<file path="src/rtl/tipa_pkg.sv">
// Package for the typed index pool allocator.
// Holds item codes, status codes, controller states and the result item type.
// No dependencies.
package tipa_pkg;

  localparam int unsigned ModeW       = 2;
  localparam int unsigned TypeW       = 3;
  localparam int unsigned SlotW       = 8;
  localparam int unsigned CfgIdxW     = 3;
  localparam int unsigned CfgDataW    = 9;
  localparam int unsigned RecycledW   = 11;
  localparam int unsigned PeakW       = 9;
  localparam int unsigned NumSizeRegs = 5;

  typedef enum logic [ModeW-1:0] {
    MODE_ALLOC   = 2'd0,
    MODE_DISCARD = 2'd1,
    MODE_RECYCLE = 2'd2,
    MODE_NONE    = 2'd3
  } mode_e;

  typedef enum logic [1:0] {
    STAT_OK    = 2'd0,
    STAT_EMPTY = 2'd1,
    STAT_RANGE = 2'd2,
    STAT_FULL  = 2'd3
  } status_e;

  typedef enum logic [1:0] {
    S_IDLE,
    S_REC,
    S_RESP
  } fsm_e;

  typedef struct packed {
    logic [SlotW-1:0]     granted_index;
    logic                 grant_valid;
    status_e              status;
    logic [RecycledW-1:0] recycled_count;
    logic [PeakW-1:0]     peak_in_use;
  } result_t;

endpackage

</file>
<file path="src/rtl/tipa_intf.sv">
// Channel interfaces of the typed index pool allocator: input items,
// result items and size register writes. Depends on tipa_pkg for field widths.
interface tipa_in_if;
  logic                         valid;
  logic                         ready;
  logic [tipa_pkg::ModeW-1:0]   mode;
  logic [tipa_pkg::TypeW-1:0]   pool_type;
  logic [tipa_pkg::SlotW-1:0]   slot_index;

  modport source (output valid, output mode, output pool_type, output slot_index,
                  input ready);
  modport sink   (input valid, input mode, input pool_type, input slot_index,
                  output ready);
endinterface

interface tipa_out_if;
  logic                           valid;
  logic                           ready;
  logic [tipa_pkg::SlotW-1:0]     granted_index;
  logic                           grant_valid;
  logic [1:0]                     status;
  logic [tipa_pkg::RecycledW-1:0] recycled_count;
  logic [tipa_pkg::PeakW-1:0]     peak_in_use;

  modport source (output valid, output granted_index, output grant_valid,
                  output status, output recycled_count, output peak_in_use,
                  input ready);
  modport sink   (input valid, input granted_index, input grant_valid,
                  input status, input recycled_count, input peak_in_use,
                  output ready);
endinterface

interface tipa_cfg_if;
  logic                          valid;
  logic                          ready;
  logic [tipa_pkg::CfgIdxW-1:0]  index;
  logic [tipa_pkg::CfgDataW-1:0] data;

  modport source (output valid, output index, output data, input ready);
  modport sink   (input valid, input index, input data, output ready);
endinterface

</file>
<file path="src/rtl/tipa_ctrl.sv">
// Controller of the typed index pool allocator: per-pool head, count, stale
// count, peak and fill registers, the sequencer and the result register.
// Depends on tipa_pkg and tipa_intf; drives the two tipa_ram instances.
module tipa_ctrl #(
  parameter int unsigned POOL_DEPTH = 256,
  parameter int unsigned NUM_POOLS  = 5,
  localparam int unsigned AW = (NUM_POOLS * POOL_DEPTH > 1) ?
                               $clog2(NUM_POOLS * POOL_DEPTH) : 1
) (
  input  logic                     clk_i,
  input  logic                     rst_ni,
  tipa_in_if.sink                  in_i,
  tipa_out_if.source               out_o,
  tipa_cfg_if.sink                 cfg_i,
  // available ring memory
  output logic                     av_we_o,
  output logic [AW-1:0]            av_waddr_o,
  output logic [tipa_pkg::SlotW-1:0] av_wdata_o,
  output logic                     av_re_o,
  output logic [AW-1:0]            av_raddr_o,
  input  logic [tipa_pkg::SlotW-1:0] av_rdata_i,
  // stale list memory
  output logic                     st_we_o,
  output logic [AW-1:0]            st_waddr_o,
  output logic [tipa_pkg::SlotW-1:0] st_wdata_o,
  output logic                     st_re_o,
  output logic [AW-1:0]            st_raddr_o,
  input  logic [tipa_pkg::SlotW-1:0] st_rdata_i
);

  localparam int unsigned PW = (POOL_DEPTH > 1) ? $clog2(POOL_DEPTH) : 1;
  localparam int unsigned CW = $clog2(POOL_DEPTH + 1);
  localparam int unsigned NW = (NUM_POOLS > 1) ? $clog2(NUM_POOLS) : 1;
  localparam int unsigned MW = $clog2(NUM_POOLS * POOL_DEPTH + 1);
  localparam logic [CW-1:0] DepthC   = CW'(POOL_DEPTH);
  localparam logic [PW-1:0] LastPosC = PW'(POOL_DEPTH - 1);
  localparam logic [NW-1:0] LastPool = NW'(NUM_POOLS - 1);

  // Per-pool state
  logic [CW-1:0] size_q   [NUM_POOLS];
  logic [PW-1:0] head_q   [NUM_POOLS];
  logic [CW-1:0] count_q  [NUM_POOLS];
  logic [CW-1:0] stale_q  [NUM_POOLS];
  logic [CW-1:0] peak_q   [NUM_POOLS];
  logic [CW-1:0] pushed_q [NUM_POOLS];

  tipa_pkg::fsm_e    state_q, state_d;
  tipa_pkg::result_t res_q, res_d;
  tipa_pkg::result_t out_q, out_d;
  logic              out_valid_q, out_valid_d;
  logic              from_mem_q;
  logic [PW-1:0]     pos_q;

  logic [NW-1:0] q_q;
  logic [CW-1:0] k_q;
  logic          rd_v_q;
  logic [MW-1:0] moved_q, moved_d;

  // Item decode
  tipa_pkg::mode_e in_mode;
  logic            in_fire, cfg_fire, cfg_hit, out_free;
  logic            has_pool;
  logic [NW-1:0]   p_in, sel, cfg_p;
  logic [CW-1:0]   sel_size, sel_count, sel_stale, sel_peak, sel_pushed;
  logic [PW-1:0]   sel_head;

  logic [CW:0]     pos_sum, pos_wide;
  logic [PW-1:0]   pos;
  logic            from_mem;
  logic            alloc_ok, disc_range, disc_full, disc_ok;
  logic [CW-1:0]   cnt_dec, in_use, new_peak;
  logic [CW-1:0]   cfg_size;

  logic            issue, pool_done, last_pool;
  logic [PW-1:0]   hd_new;

  assign in_mode  = tipa_pkg::mode_e'(in_i.mode);
  assign in_fire  = in_i.valid && in_i.ready;
  assign cfg_fire = cfg_i.valid && cfg_i.ready;
  assign out_free = !out_valid_q || out_o.ready;

  assign has_pool = (in_i.pool_type != '0) && (32'(in_i.pool_type) <= NUM_POOLS);
  assign p_in     = has_pool ? NW'(in_i.pool_type - 3'd1) : '0;
  assign sel      = (state_q == tipa_pkg::S_REC) ? q_q : p_in;

  assign sel_size   = size_q[sel];
  assign sel_count  = count_q[sel];
  assign sel_stale  = stale_q[sel];
  assign sel_peak   = peak_q[sel];
  assign sel_pushed = pushed_q[sel];
  assign sel_head   = head_q[sel];

  // Back of the ring: (head + count - 1) mod depth, sum stays below twice the depth
  assign pos_sum  = (CW+1)'(sel_head) + (CW+1)'(sel_count) - (CW+1)'(1);
  assign pos_wide = (pos_sum >= (CW+1)'(POOL_DEPTH)) ? pos_sum - (CW+1)'(POOL_DEPTH)
                                                     : pos_sum;
  assign pos      = PW'(pos_wide);
  // Ring slots at or above depth minus pushes were overwritten; below still identity
  assign from_mem = ((CW+1)'(pos) + (CW+1)'(sel_pushed)) >= (CW+1)'(POOL_DEPTH);

  assign alloc_ok   = has_pool && (sel_count != '0);
  assign cnt_dec    = sel_count - CW'(1);
  assign in_use     = sel_size - cnt_dec;
  assign new_peak   = (in_use > sel_peak) ? in_use : sel_peak;
  assign disc_range = !has_pool || (32'(in_i.slot_index) >= 32'(sel_size));
  assign disc_full  = ((CW+1)'(sel_stale) + (CW+1)'(sel_count)) >= (CW+1)'(sel_size);
  assign disc_ok    = !disc_range && !disc_full;

  // Recycle walk
  assign issue     = k_q < sel_stale;
  assign pool_done = !issue;
  assign last_pool = (q_q == LastPool);
  assign hd_new    = (sel_head == '0) ? LastPosC : sel_head - PW'(1);

  assign cfg_hit  = (32'(cfg_i.index) < tipa_pkg::NumSizeRegs) &&
                    (32'(cfg_i.index) < NUM_POOLS);
  assign cfg_p    = NW'(cfg_i.index);
  assign cfg_size = (32'(cfg_i.data) > POOL_DEPTH) ? DepthC : CW'(cfg_i.data);

  // Memory ports
  assign av_re_o    = in_fire && (in_mode == tipa_pkg::MODE_ALLOC) && alloc_ok;
  assign av_raddr_o = AW'(AW'(sel) * AW'(POOL_DEPTH) + AW'(pos));
  assign av_we_o    = (state_q == tipa_pkg::S_REC) && rd_v_q;
  assign av_waddr_o = AW'(AW'(sel) * AW'(POOL_DEPTH) + AW'(hd_new));
  assign av_wdata_o = st_rdata_i;

  assign st_we_o    = in_fire && (in_mode == tipa_pkg::MODE_DISCARD) && disc_ok;
  assign st_waddr_o = AW'(AW'(sel) * AW'(POOL_DEPTH) + AW'(sel_stale));
  assign st_wdata_o = in_i.slot_index;
  assign st_re_o    = (state_q == tipa_pkg::S_REC) && issue;
  assign st_raddr_o = AW'(AW'(sel) * AW'(POOL_DEPTH) + AW'(k_q));

  // Next state
  always_comb begin
    state_d = state_q;
    unique case (state_q)
      tipa_pkg::S_IDLE: begin
        if (in_fire) begin
          state_d = (in_mode == tipa_pkg::MODE_RECYCLE) ? tipa_pkg::S_REC
                                                        : tipa_pkg::S_RESP;
        end
      end
      tipa_pkg::S_REC: begin
        if (pool_done && last_pool) begin
          state_d = tipa_pkg::S_RESP;
        end
      end
      tipa_pkg::S_RESP: begin
        if (out_free) begin
          state_d = tipa_pkg::S_IDLE;
        end
      end
      default: state_d = tipa_pkg::S_IDLE;
    endcase
  end

  // Result assembly
  always_comb begin
    res_d       = res_q;
    moved_d     = moved_q;
    out_d       = out_q;
    out_valid_d = out_valid_q;
    if (out_valid_q && out_o.ready) begin
      out_valid_d = 1'b0;
    end
    unique case (state_q)
      tipa_pkg::S_IDLE: begin
        if (in_fire) begin
          res_d.granted_index  = '0;
          res_d.grant_valid    = 1'b0;
          res_d.status         = tipa_pkg::STAT_OK;
          res_d.recycled_count = '0;
          res_d.peak_in_use    = has_pool ? tipa_pkg::PeakW'(sel_peak) : '0;
          moved_d              = '0;
          case (in_mode)
            tipa_pkg::MODE_ALLOC: begin
              if (alloc_ok) begin
                res_d.grant_valid = 1'b1;
                res_d.peak_in_use = tipa_pkg::PeakW'(new_peak);
              end else begin
                res_d.status = tipa_pkg::STAT_EMPTY;
              end
            end
            tipa_pkg::MODE_DISCARD: begin
              if (disc_range) begin
                res_d.status = tipa_pkg::STAT_RANGE;
              end else if (disc_full) begin
                res_d.status = tipa_pkg::STAT_FULL;
              end
            end
            default: ;
          endcase
        end
      end
      tipa_pkg::S_REC: begin
        if (rd_v_q) begin
          moved_d = moved_q + MW'(1);
        end
        res_d.recycled_count = tipa_pkg::RecycledW'(moved_d);
      end
      tipa_pkg::S_RESP: begin
        if (out_free) begin
          out_valid_d = 1'b1;
          out_d       = res_q;
          if (res_q.grant_valid) begin
            out_d.granted_index = from_mem_q ? av_rdata_i : tipa_pkg::SlotW'(pos_q);
          end
        end
      end
      default: ;
    endcase
  end

  assign in_i.ready  = (state_q == tipa_pkg::S_IDLE);
  assign cfg_i.ready = 1'b1;

  assign out_o.valid          = out_valid_q;
  assign out_o.granted_index  = out_q.granted_index;
  assign out_o.grant_valid    = out_q.grant_valid;
  assign out_o.status         = out_q.status;
  assign out_o.recycled_count = out_q.recycled_count;
  assign out_o.peak_in_use    = out_q.peak_in_use;

  always_ff @(posedge clk_i or negedge rst_ni) begin
    if (!rst_ni) begin
      state_q     <= tipa_pkg::S_IDLE;
      out_valid_q <= 1'b0;
      q_q         <= '0;
      k_q         <= '0;
      rd_v_q      <= 1'b0;
      moved_q     <= '0;
    end else begin
      state_q     <= state_d;
      out_valid_q <= out_valid_d;
      moved_q     <= moved_d;
      rd_v_q      <= (state_q == tipa_pkg::S_REC) && issue;
      if (in_fire) begin
        q_q <= '0;
        k_q <= '0;
      end else if (state_q == tipa_pkg::S_REC) begin
        if (issue) begin
          k_q <= k_q + CW'(1);
        end else begin
          // advance to the next pool once its stale list is drained
          k_q <= '0;
          if (!last_pool) begin
            q_q <= q_q + NW'(1);
          end
        end
      end
    end
  end

  // Pool registers
  always_ff @(posedge clk_i or negedge rst_ni) begin
    if (!rst_ni) begin
      for (int i = 0; i < NUM_POOLS; i++) begin
        size_q[i]   <= '0;
        head_q[i]   <= '0;
        count_q[i]  <= '0;
        stale_q[i]  <= '0;
        peak_q[i]   <= '0;
        pushed_q[i] <= '0;
      end
    end else if (cfg_fire && cfg_hit) begin
      size_q[cfg_p]   <= cfg_size;
      head_q[cfg_p]   <= '0;
      count_q[cfg_p]  <= cfg_size;
      stale_q[cfg_p]  <= '0;
      peak_q[cfg_p]   <= '0;
      pushed_q[cfg_p] <= '0;
    end else if (in_fire) begin
      if ((in_mode == tipa_pkg::MODE_ALLOC) && alloc_ok) begin
        count_q[sel] <= cnt_dec;
        peak_q[sel]  <= new_peak;
      end else if ((in_mode == tipa_pkg::MODE_DISCARD) && disc_ok) begin
        stale_q[sel] <= sel_stale + CW'(1);
      end
    end else if (state_q == tipa_pkg::S_REC) begin
      if (rd_v_q) begin
        head_q[sel]  <= hd_new;
        count_q[sel] <= sel_count + CW'(1);
        if (sel_pushed != DepthC) begin
          pushed_q[sel] <= sel_pushed + CW'(1);
        end
      end
      if (pool_done) begin
        stale_q[sel] <= '0;
      end
    end
  end

  // Item payload registers
  always_ff @(posedge clk_i) begin
    res_q <= res_d;
    out_q <= out_d;
    if (in_fire) begin
      from_mem_q <= from_mem;
      pos_q      <= pos;
    end
  end

  a_pool_bound: assert property (@(posedge clk_i) disable iff (!rst_ni)
    (state_q == tipa_pkg::S_IDLE) |->
      (((CW+1)'(sel_count) + (CW+1)'(sel_stale)) <= (CW+1)'(sel_size)))
    else $error("stale plus available entries exceed pool size");

  a_read_in_walk: assert property (@(posedge clk_i) disable iff (!rst_ni)
    rd_v_q |-> (state_q == tipa_pkg::S_REC))
    else $error("stale read returned outside the recycle walk");

  a_resp_hold: assert property (@(posedge clk_i) disable iff (!rst_ni)
    ((state_q == tipa_pkg::S_RESP) && !out_free) |=> (state_q == tipa_pkg::S_RESP))
    else $error("result dropped while the output register was full");

  a_walk_ends_idle: assert property (@(posedge clk_i) disable iff (!rst_ni)
    ((state_q == tipa_pkg::S_REC) && pool_done && last_pool) |=> !rd_v_q)
    else $error("stale read still pending after the last pool");

endmodule

</file>
<file path="src/flat_wrapper.sv">
// flat-port wrapper written by rule: the top's interface ports become plain ports
module tipa_ctrl_flat 
#(
  parameter int unsigned POOL_DEPTH = 256,
  parameter int unsigned NUM_POOLS  = 5,
  localparam int unsigned AW = (NUM_POOLS * POOL_DEPTH > 1) ?
                               $clog2(NUM_POOLS * POOL_DEPTH) : 1
)
  (clk_i, rst_ni, av_we_o, av_waddr_o, av_wdata_o, av_re_o, av_raddr_o, av_rdata_i, st_we_o, st_waddr_o, st_wdata_o, st_re_o, st_raddr_o, st_rdata_i, in_i_valid, in_i_mode, in_i_pool_type, in_i_slot_index, in_i_ready, out_o_valid, out_o_granted_index, out_o_grant_valid, out_o_status, out_o_recycled_count, out_o_peak_in_use, out_o_ready, cfg_i_valid, cfg_i_index, cfg_i_data, cfg_i_ready);
  tipa_in_if in_i_i ();
  tipa_out_if out_o_i ();
  tipa_cfg_if cfg_i_i ();
  input  logic clk_i;
  input  logic rst_ni;
  output logic av_we_o;
  output logic [AW-1:0] av_waddr_o;
  output logic [tipa_pkg::SlotW-1:0] av_wdata_o;
  output logic av_re_o;
  output logic [AW-1:0] av_raddr_o;
  input  logic [tipa_pkg::SlotW-1:0] av_rdata_i;
  output logic st_we_o;
  output logic [AW-1:0] st_waddr_o;
  output logic [tipa_pkg::SlotW-1:0] st_wdata_o;
  output logic st_re_o;
  output logic [AW-1:0] st_raddr_o;
  input  logic [tipa_pkg::SlotW-1:0] st_rdata_i;
  input wire logic [$bits(in_i_i.valid)-1:0] in_i_valid;
  input wire logic [$bits(in_i_i.mode)-1:0] in_i_mode;
  input wire logic [$bits(in_i_i.pool_type)-1:0] in_i_pool_type;
  input wire logic [$bits(in_i_i.slot_index)-1:0] in_i_slot_index;
  output wire logic [$bits(in_i_i.ready)-1:0] in_i_ready;
  output wire logic [$bits(out_o_i.valid)-1:0] out_o_valid;
  output wire logic [$bits(out_o_i.granted_index)-1:0] out_o_granted_index;
  output wire logic [$bits(out_o_i.grant_valid)-1:0] out_o_grant_valid;
  output wire logic [$bits(out_o_i.status)-1:0] out_o_status;
  output wire logic [$bits(out_o_i.recycled_count)-1:0] out_o_recycled_count;
  output wire logic [$bits(out_o_i.peak_in_use)-1:0] out_o_peak_in_use;
  input wire logic [$bits(out_o_i.ready)-1:0] out_o_ready;
  input wire logic [$bits(cfg_i_i.valid)-1:0] cfg_i_valid;
  input wire logic [$bits(cfg_i_i.index)-1:0] cfg_i_index;
  input wire logic [$bits(cfg_i_i.data)-1:0] cfg_i_data;
  output wire logic [$bits(cfg_i_i.ready)-1:0] cfg_i_ready;
  assign in_i_i.valid = in_i_valid;
  assign in_i_i.mode = in_i_mode;
  assign in_i_i.pool_type = in_i_pool_type;
  assign in_i_i.slot_index = in_i_slot_index;
  assign in_i_ready = in_i_i.ready;
  assign out_o_valid = out_o_i.valid;
  assign out_o_granted_index = out_o_i.granted_index;
  assign out_o_grant_valid = out_o_i.grant_valid;
  assign out_o_status = out_o_i.status;
  assign out_o_recycled_count = out_o_i.recycled_count;
  assign out_o_peak_in_use = out_o_i.peak_in_use;
  assign out_o_i.ready = out_o_ready;
  assign cfg_i_i.valid = cfg_i_valid;
  assign cfg_i_i.index = cfg_i_index;
  assign cfg_i_i.data = cfg_i_data;
  assign cfg_i_ready = cfg_i_i.ready;
  tipa_ctrl #(.POOL_DEPTH(POOL_DEPTH), .NUM_POOLS(NUM_POOLS)) u_core (.clk_i(clk_i), .rst_ni(rst_ni), .in_i(in_i_i), .out_o(out_o_i), .cfg_i(cfg_i_i), .av_we_o(av_we_o), .av_waddr_o(av_waddr_o), .av_wdata_o(av_wdata_o), .av_re_o(av_re_o), .av_raddr_o(av_raddr_o), .av_rdata_i(av_rdata_i), .st_we_o(st_we_o), .st_waddr_o(st_waddr_o), .st_wdata_o(st_wdata_o), .st_re_o(st_re_o), .st_raddr_o(st_raddr_o), .st_rdata_i(st_rdata_i));
endmodule
</file>
<file path="config.mk">
export PLATFORM = sky130hd
export DESIGN_NAME = tipa_ctrl_flat
export DESIGN_NICKNAME = d
export VERILOG_FILES = /design/src/rtl/tipa_pkg.sv /design/src/rtl/tipa_intf.sv /design/src/rtl/tipa_ctrl.sv /design/src/flat_wrapper.sv
export SDC_FILE = /design/constraint.sdc
export NUM_CORES = 1
export LEC_CHECK = 0
export ABC_AREA = 1
export BUFFER_PORTS_ARGS = -buffer_cell sky130_fd_sc_hd__buf_2
export CORE_MARGIN = 1.5
export CORE_UTILIZATION = 44
export CTS_CLUSTER_SIZE = 8
export DETAILED_ROUTE_END_ITERATION = 12
export GPL_TIMING_DRIVEN = 0
export PLACE_DENSITY_LB_ADDON = 0.05
export SYNTH_ARGS = -nofsm -noshare
export SYNTH_HDL_FRONTEND = slang
export SYNTH_SLANG_ARGS = --single-unit
</file>
<file path="constraint.sdc">
create_clock -name clk_i -period 6.79 [get_ports clk_i]
set_clock_uncertainty 0.15 [all_clocks]
set_input_delay 0.3395 -clock clk_i [delete_from_list [all_inputs] [get_ports clk_i]]
set_output_delay 0.3395 -clock clk_i [all_outputs]
set_load 0.01 [all_outputs]
</file>
==> metrics.csv, run 1 <==
metric;value;unit
status;complete, no violations;
finalSetupViolations;0;
wl_per_cell;21.0;µm
io_buffers;133;
r2r_slack;0.37;ns
relSlewSlack;0.0276;
worstSetupEndpointType;flop;
path_delay_family;simple AND/OR/NAND/NOR gates;
worstPathMaxFanout;10;
syn_nets;2905;
grt_pass1_vias;19100;
io-pin-count;144;
synth_seq_area_share;0.430;
hpwl;56.0;mm
cts_max_level;2;
numCtsBuffers;51;
first_iter_violations;2055;
crit_required;7.04;ns
dp.cells;3526;
layout-drive-gt1-share;0.131;
dr_total_vias;20100;
critical_path_class;flop to flop;
die_area;49900;µm²
r2r-start;u_core.state_q[1];
track_usage;0.304;
overflow;0;
die_x;223;µm
critPathBufInv;8;
synthFlopType;dfrtp_1;
grt_pass1_wl;115;mm
layout.cells.non_filler;3612;
synthDistinctLibCells;63;
rows;80;
ys_async_sr_fraction;0.823;
drc;0;
die_h;223;µm
syn_area;21400;µm²
syn_area_per_cell;7.71;µm²
totalWireLength;75.7;mm
maxSlewViolCount;0;
clkTransAtPathRegs;0.05;ns
tritoncts;done;
hold_viol;0;
place_ws;-1.14;ns
worstPathArrival;6.66;ns
dr.pass1.iters;5;
initial_core_util;0.447;
synth_edf_count;63;
min_period_over_period;0.945;
tightestPinTransition;1.45;ns
core;47800;µm²
max_stage_delay;0.42;ns
routabilityCongestion;0.948;
startpoint_type;flop;
fin_util;0.515;
clockBufferDepth;3;
cp_slowest_cell;dfrtp_1;
clkLatencyLatePin;0.61;ns
ys_ff_latch;355;
clock-root-buffer;clkbuf_16;
yosys_warnings;0;
grt_max_degree;109;
fin_nets;3109;
hold_class;input port to flop;
antenna_found_initial;1;
ant_nets;0;
viasPerCell;5.57;
hold_path.startpoint;in_i_mode[0];
syn-instance-count;2774;
drv_cap;0;
finalWorstSetupSlack;0.372;ns
timing.fmax;156;MHz
cp_common_cell;nand2_1;
fin_crit;6.42;ns
antenna_cells;0;
clock-sinks;355;
cp-startpoint;u_core.state_q[1];
areaGrowthSynthToFinish;15.2;%
whs;0.0423;ns
cell usage in the layout (no fill, tap or decap), types with 35 or more instances in the layout:
master | Yosys | layout
o21ai_0 | 167 | 166
nand4_1 | 64 | 64
nor2_1 | 188 | 187
nand3_1 | 155 | 154
inv_1 | 336 | 335
ha_1 | 83 | 83
dfrtp_1 | 292 | 291
buf_2 | 23 | 147
clkbuf_16 | 0 | 53
a21oi_1 | 63 | 63
nand2_1 | 879 | 879
edfxtp_1 | 63 | 63
clkbuf_1 | 23 | 35
buf_4 | 38 | 47
o22ai_1 | 74 | 74
synth_stat cells (11+ instances only):
master | n | area [µm²]
nand2_1 | 879 | 3300
inv_1 | 336 | 1260
dfrtp_1 | 292 | 7310
nor2_1 | 188 | 706
o21ai_0 | 167 | 836
nand3_1 | 155 | 776
ha_1 | 83 | 1040
o22ai_1 | 74 | 463
nand4_1 | 64 | 400
a21oi_1 | 63 | 315
edfxtp_1 | 63 | 1890
buf_4 | 38 | 285
xor2_1 | 31 | 272
a22o_1 | 26 | 228
nor3_1 | 24 | 120
buf_2 | 23 | 115
clkbuf_1 | 23 | 86.3
o21ai_1 | 21 | 105
o21bai_1 | 20 | 150
inv_2 | 18 | 67.6
nand2_2 | 18 | 113
buf_6 | 17 | 191
nor2_2 | 16 | 100
nand3b_1 | 12 | 90.1
o31ai_1 | 12 | 90.1
nand3_2 | 11 | 110
metrics by stage:
stage / setup TNS (ns) / instance area [µm²]
after global routing: -0.118 / 24600
final: 0 / 24600
after global placement: -193.14 / 22800
after floorplan: 0 / 21400
after CTS: 0 / 24600
after detailed placement: -45.02 / 22900
cells by family after synthesis:
| group | synth area share |
|---|---|
| flip-flops | 0.430 |
| other | 0.000175 |
| AND/OR/NAND/NOR | 0.290 |
| XOR/XNOR | 0.0156 |
| AO/OA/AOI/OAI | 0.118 |
| adder cells (fa/ha/maj) | 0.0504 |
| buffers and inverters | 0.0958 |
registers in the layout, indices dropped and copies added, names as in the netlist, 2 cells and up:
| signal | count |
|---|---|
| u_core.state_q | 2 |
| u_core.head_q | 40 |
| u_core.peak_q | 45 |
| u_core.size_q | 45 |
| u_core.out_o.status | 2 |
| u_core.count_q | 45 |
| u_core.out_o.recycled_count | 11 |
| u_core.stale_q | 45 |
| u_core.out_o.peak_in_use | 9 |
| u_core.pos_q | 8 |
| u_core.pushed_q | 45 |
| u_core.out_o.granted_index | 8 |
| u_core.res_q | 23 |
| u_core.k_q | 9 |
| u_core.moved_q | 11 |
| u_core.q_q | 3 |
worst reg2reg max path: cells and delay by family (launching register included):
kind | cells | cell delay (ns)
compound gates | 9 | 1.26
fa+ha+maj | 2 | 0.65
buf+inv | 8 | 1.32
flops | 1 | 0.42
simple gates | 17 | 2.43
worst paths after layout:
check	to	cells after the start
min in group asynchronous	u_core.size_q[44]	2
max	u_core.res_q[2]	36
min	u_core.state_q[1]	4
max in group asynchronous	u_core.state_q[0]	3
max reg2reg	u_core.res_q[2]	36
min reg2reg	u_core.out_o.recycled_count[3]	0
per-layer routing:
metal  vias up  global-route usage  part of all wire
met1      9579               0.430              0.44
met4         0               0.108             0.035
met2       911               0.469              0.44
met5         -                   0                 0
met3       150              0.0531             0.082
li1       9488                   -                 -
repair_timing:
| item | in CTS | in global routing |
|---|---|---|
| resized for setup | 10 | 13 |
| setup endpoints to repair | 53 | 48 |
| setup buffers | 0 | 5 |
| endpoints found under the hold margin | 107 | 0 |
| hold buffers | 15 | 0 |
| pin swaps | 0 | 2 |
area by class of cell:
| type | count | area, µm² |
|---|---|---|
| Fill cell | 4675 | 23200 |
| Inverter | 356 | 1340 |
| Buffer | 99 | 701 |
| Sequential cell | 355 | 9200 |
| Timing Repair Buffer | 157 | 933 |
| Clock inverter | 3 | 33.8 |
| Clock buffer | 69 | 1400 |
| Tap cell | 615 | 769 |
| Multi-Input combinational cell | 1958 | 10300 |
Power of run 1 is not shown: default switching activity piles up to over one toggle a cycle in this logic, so the estimate is an artifact.
==> inputs of run 2 (changes only) <==
--- a/config.mk
+++ b/config.mk
@@ -5,7 +5,6 @@
 export SDC_FILE = /design/constraint.sdc
 export NUM_CORES = 1
 export LEC_CHECK = 0
-export ABC_AREA = 1
 export BUFFER_PORTS_ARGS = -buffer_cell sky130_fd_sc_hd__buf_2
 export CORE_MARGIN = 1.5
 export CORE_UTILIZATION = 44
==> run 2 against run 1 <==
  * Core utilization rose by 1.8 points
  * Final cell count fell by 22%
  * Sequential share of layout area rose by 2.6 points
  * Area after synthesis fell by 9.2%
  * Global-route usage rose by 0.97 points
  * Fmax fell by 2.6%
  * Critical path type is now flop to output pin
  * Critical endpoint is now st_we_o
  * Largest cell class unchanged
==> metrics.csv, run 2 <==
metric;value;unit
clock-root-buffer;clkbuf_16;
yosys.area.top_type_share;0.376;
final_common_cell;nand2_1;
grt_max_degree;102;
maxSlewViolCount;0;
synth_top_area_cell;dfrtp_1;
antenna_found_initial;0;
whs;0.0320;ns
fin_util;0.533;
wl_per_cell;25.0;µm
wl_met1;30.1;mm
clkTransAtPathRegs;0.05;ns
multi_input_area;9780;µm²
yosysMostFrequentCell;nand2_1;
wl_met3;5.38;mm
first_iter_violations;1778;
fin_crit;6.59;ns
dr.pass1.iters;8;
worstSetupEndpointType;output pin;
synthTopCellsByCount;nand2_1, dfrtp_1, o21ai_0;
drv_cap;0;
whs_path_depth;2;
synth_seq_area_share;0.474;
met2WireLength;32.4;mm
fin_setup_tns;0;ns
mostFrequentLayoutCells;nand2_1, dfrtp_1, o21ai_0, buf_2, a21oi_1;
leakage;10.3;nW
finalWorstSetupSlack;0.204;ns
timing.fmax;152;MHz
ys_async_sr_fraction;0.823;
seq_area;9200;µm²
initial_core_util;0.449;
yosys.area_share.simple;0.155;
muxShareOfSynthArea;0.0244;
crit_required;6.30;ns
startpoint_type;flop;
synth_top_family_by_area;compound AO/OA/AOI/OAI gates;
syn_area_per_cell;9.69;µm²
synth_compound_area_frac;0.217;
power;12.4;mW
syn_nets;2135;
core;43300;µm²
layout-drive-gt1-share;0.165;
overflow;0;
relSlewSlack;0.0212;
syn_area;19400;µm²
layout.cells.non_filler;2821;
ys_ff_latch;355;
die_h;213;µm
hold_viol;0;
syn-instance-count;2004;
totalWireLength;70.5;mm
r2r_cells;25;
vdd_drop_max;0.603;mV
dr_total_vias;17000;
hpwl;51.1;mm
viasPerCell;6.04;
postLayoutCellArea;23100;µm²
synth_area_leaders;dfrtp_1, edfxtp_1, nand2_1;
synthFlopType;dfrtp_1;
die_x;213;µm
drc;0;
io-pin-count;144;
track_usage;0.314;
io_buffers;132;
worstPathArrival;6.10;ns
synthDistinctLibCells;97;
hold_class;input port to flop;
post_dp_cell_area;21000;µm²
tritoncts;done;
routabilityCongestion;0.971;
status;complete, no violations;
n_fill_cell;4020;
finalSetupViolations;0;
yosys.area_share.adder;0.0555;
cts_max_level;2;
tightestPinTransition;1.47;ns
clock-sinks;355;
ant_nets;0;
place_ws;-2.42;ns
powerDensity;536;nW/µm²
areaGrowthSynthToFinish;18.7;%
clockBufferDepth;3;
rows;76;
clkLatencyLatePin;0.59;ns
yosys_warnings;0;
grt_pass1_wl;104;mm
dr.max_layer_used;met4;
die_area;45400;µm²
fin_nets;2348;
numCtsBuffers;50;
min_period_over_period;0.970;
dp.cells;2725;
critical_path_class;flop to output pin;
synth_edf_count;63;
worstPathMaxFanout;10;
synth-xor-area-share;0.0320;
antenna_cells;0;
grt_pass1_vias;16400;
## run 2: cell count changes in the layout (fill, tap and decap cells not counted), moves of 41 or more
| cell | delta |
|---|---|
| o22ai_1 | -64 |
| inv_1 | -266 |
| nand3_1 | -108 |
| a32o_1 | +41 |
| nor2_1 | -101 |
| xnor2_1 | +45 |
| nand2_1 | -504 |
| nand4_1 | -53 |
## run 2: timing repair
action | 4_1_cts | 5_1_grt
pin swaps | 7 | 7
endpoints found under the hold margin | 112 | 0
resized for setup | 88 | 44
endpoints found under the setup margin | 104 | 101
buffers inserted | 10 | 9
hold buffers | 13 | 0
## run 2: path summary, 6_finish.rpt
path | from | to | slack [ns]
max | u_core.state_q[0] | st_we_o | 0.20
max in group asynchronous | rst_ni | u_core.size_q[43] | 4.79
min reg2reg | u_core.res_q[17] | u_core.out_o.recycled_count[8] | 0.26
max reg2reg | u_core.state_q[0] | u_core.stale_q[0] | 0.26
min in group asynchronous | rst_ni | u_core.moved_q[8] | 0.23
min | in_i_mode[1] | u_core.res_q[21] | 0.03
## run 2: report_power, final
part | internal [mW] | switching (mW) | leakage [nW]
logic | 2.69 | 4.37 | 5.08
registers | 2.73 | 0.276 | 4.54
clock network | 1.35 | 0.944 | 0.667
## run 2: worst max-delay path: stages (launching register included)
cell and delay [ns]:
dfrtp_2 0.46, nor2b_2 0.18, o41a_1 0.42, buf_6 0.17, inv_4 0.18, buf_8 0.22, mux2i_2 0.28, o211ai_1 0.21
buf_4 0.22, ha_1 0.26, nor4b_4 0.34, a2111oi_4 0.07, o311ai_1 0.33, o211ai_2 0.18, a21o_1 0.21, a21oi_1 0.18
xnor2_1 0.18, ha_1 0.27, nor3_1 0.18, nor2_1 0.10, o41ai_4 0.05, buf_4 0.19, nand3_4 0.12, a211oi_4 0.31
buf_2 0.19
## run 2: cells by family after synthesis
kind of cell	after synthesis
other cells	1
xor+xnor	71
compound gates	604
buf+inv	175
simple gates	667
mux	46
fa+ha+maj	85
flops	355
## run 2: layer usage
layer  GRT usage  vias up
li1            -     7644
met1       0.434     8488
met2       0.494      756
met3      0.0524      142
met4       0.120        0
met5           0        -
## run 2: area by class of cell
cell class              instances  area share
multi-input cells            1474       0.424
inverters                      75      0.0126
clock buffers                  69      0.0582
well taps                     585      0.0318
flip-flops and latches        355       0.399
plain buffers                  93      0.0269
repair buffers                168      0.0456
clock inverters                 2     0.00157
Power figures use the tool's default switching activity.
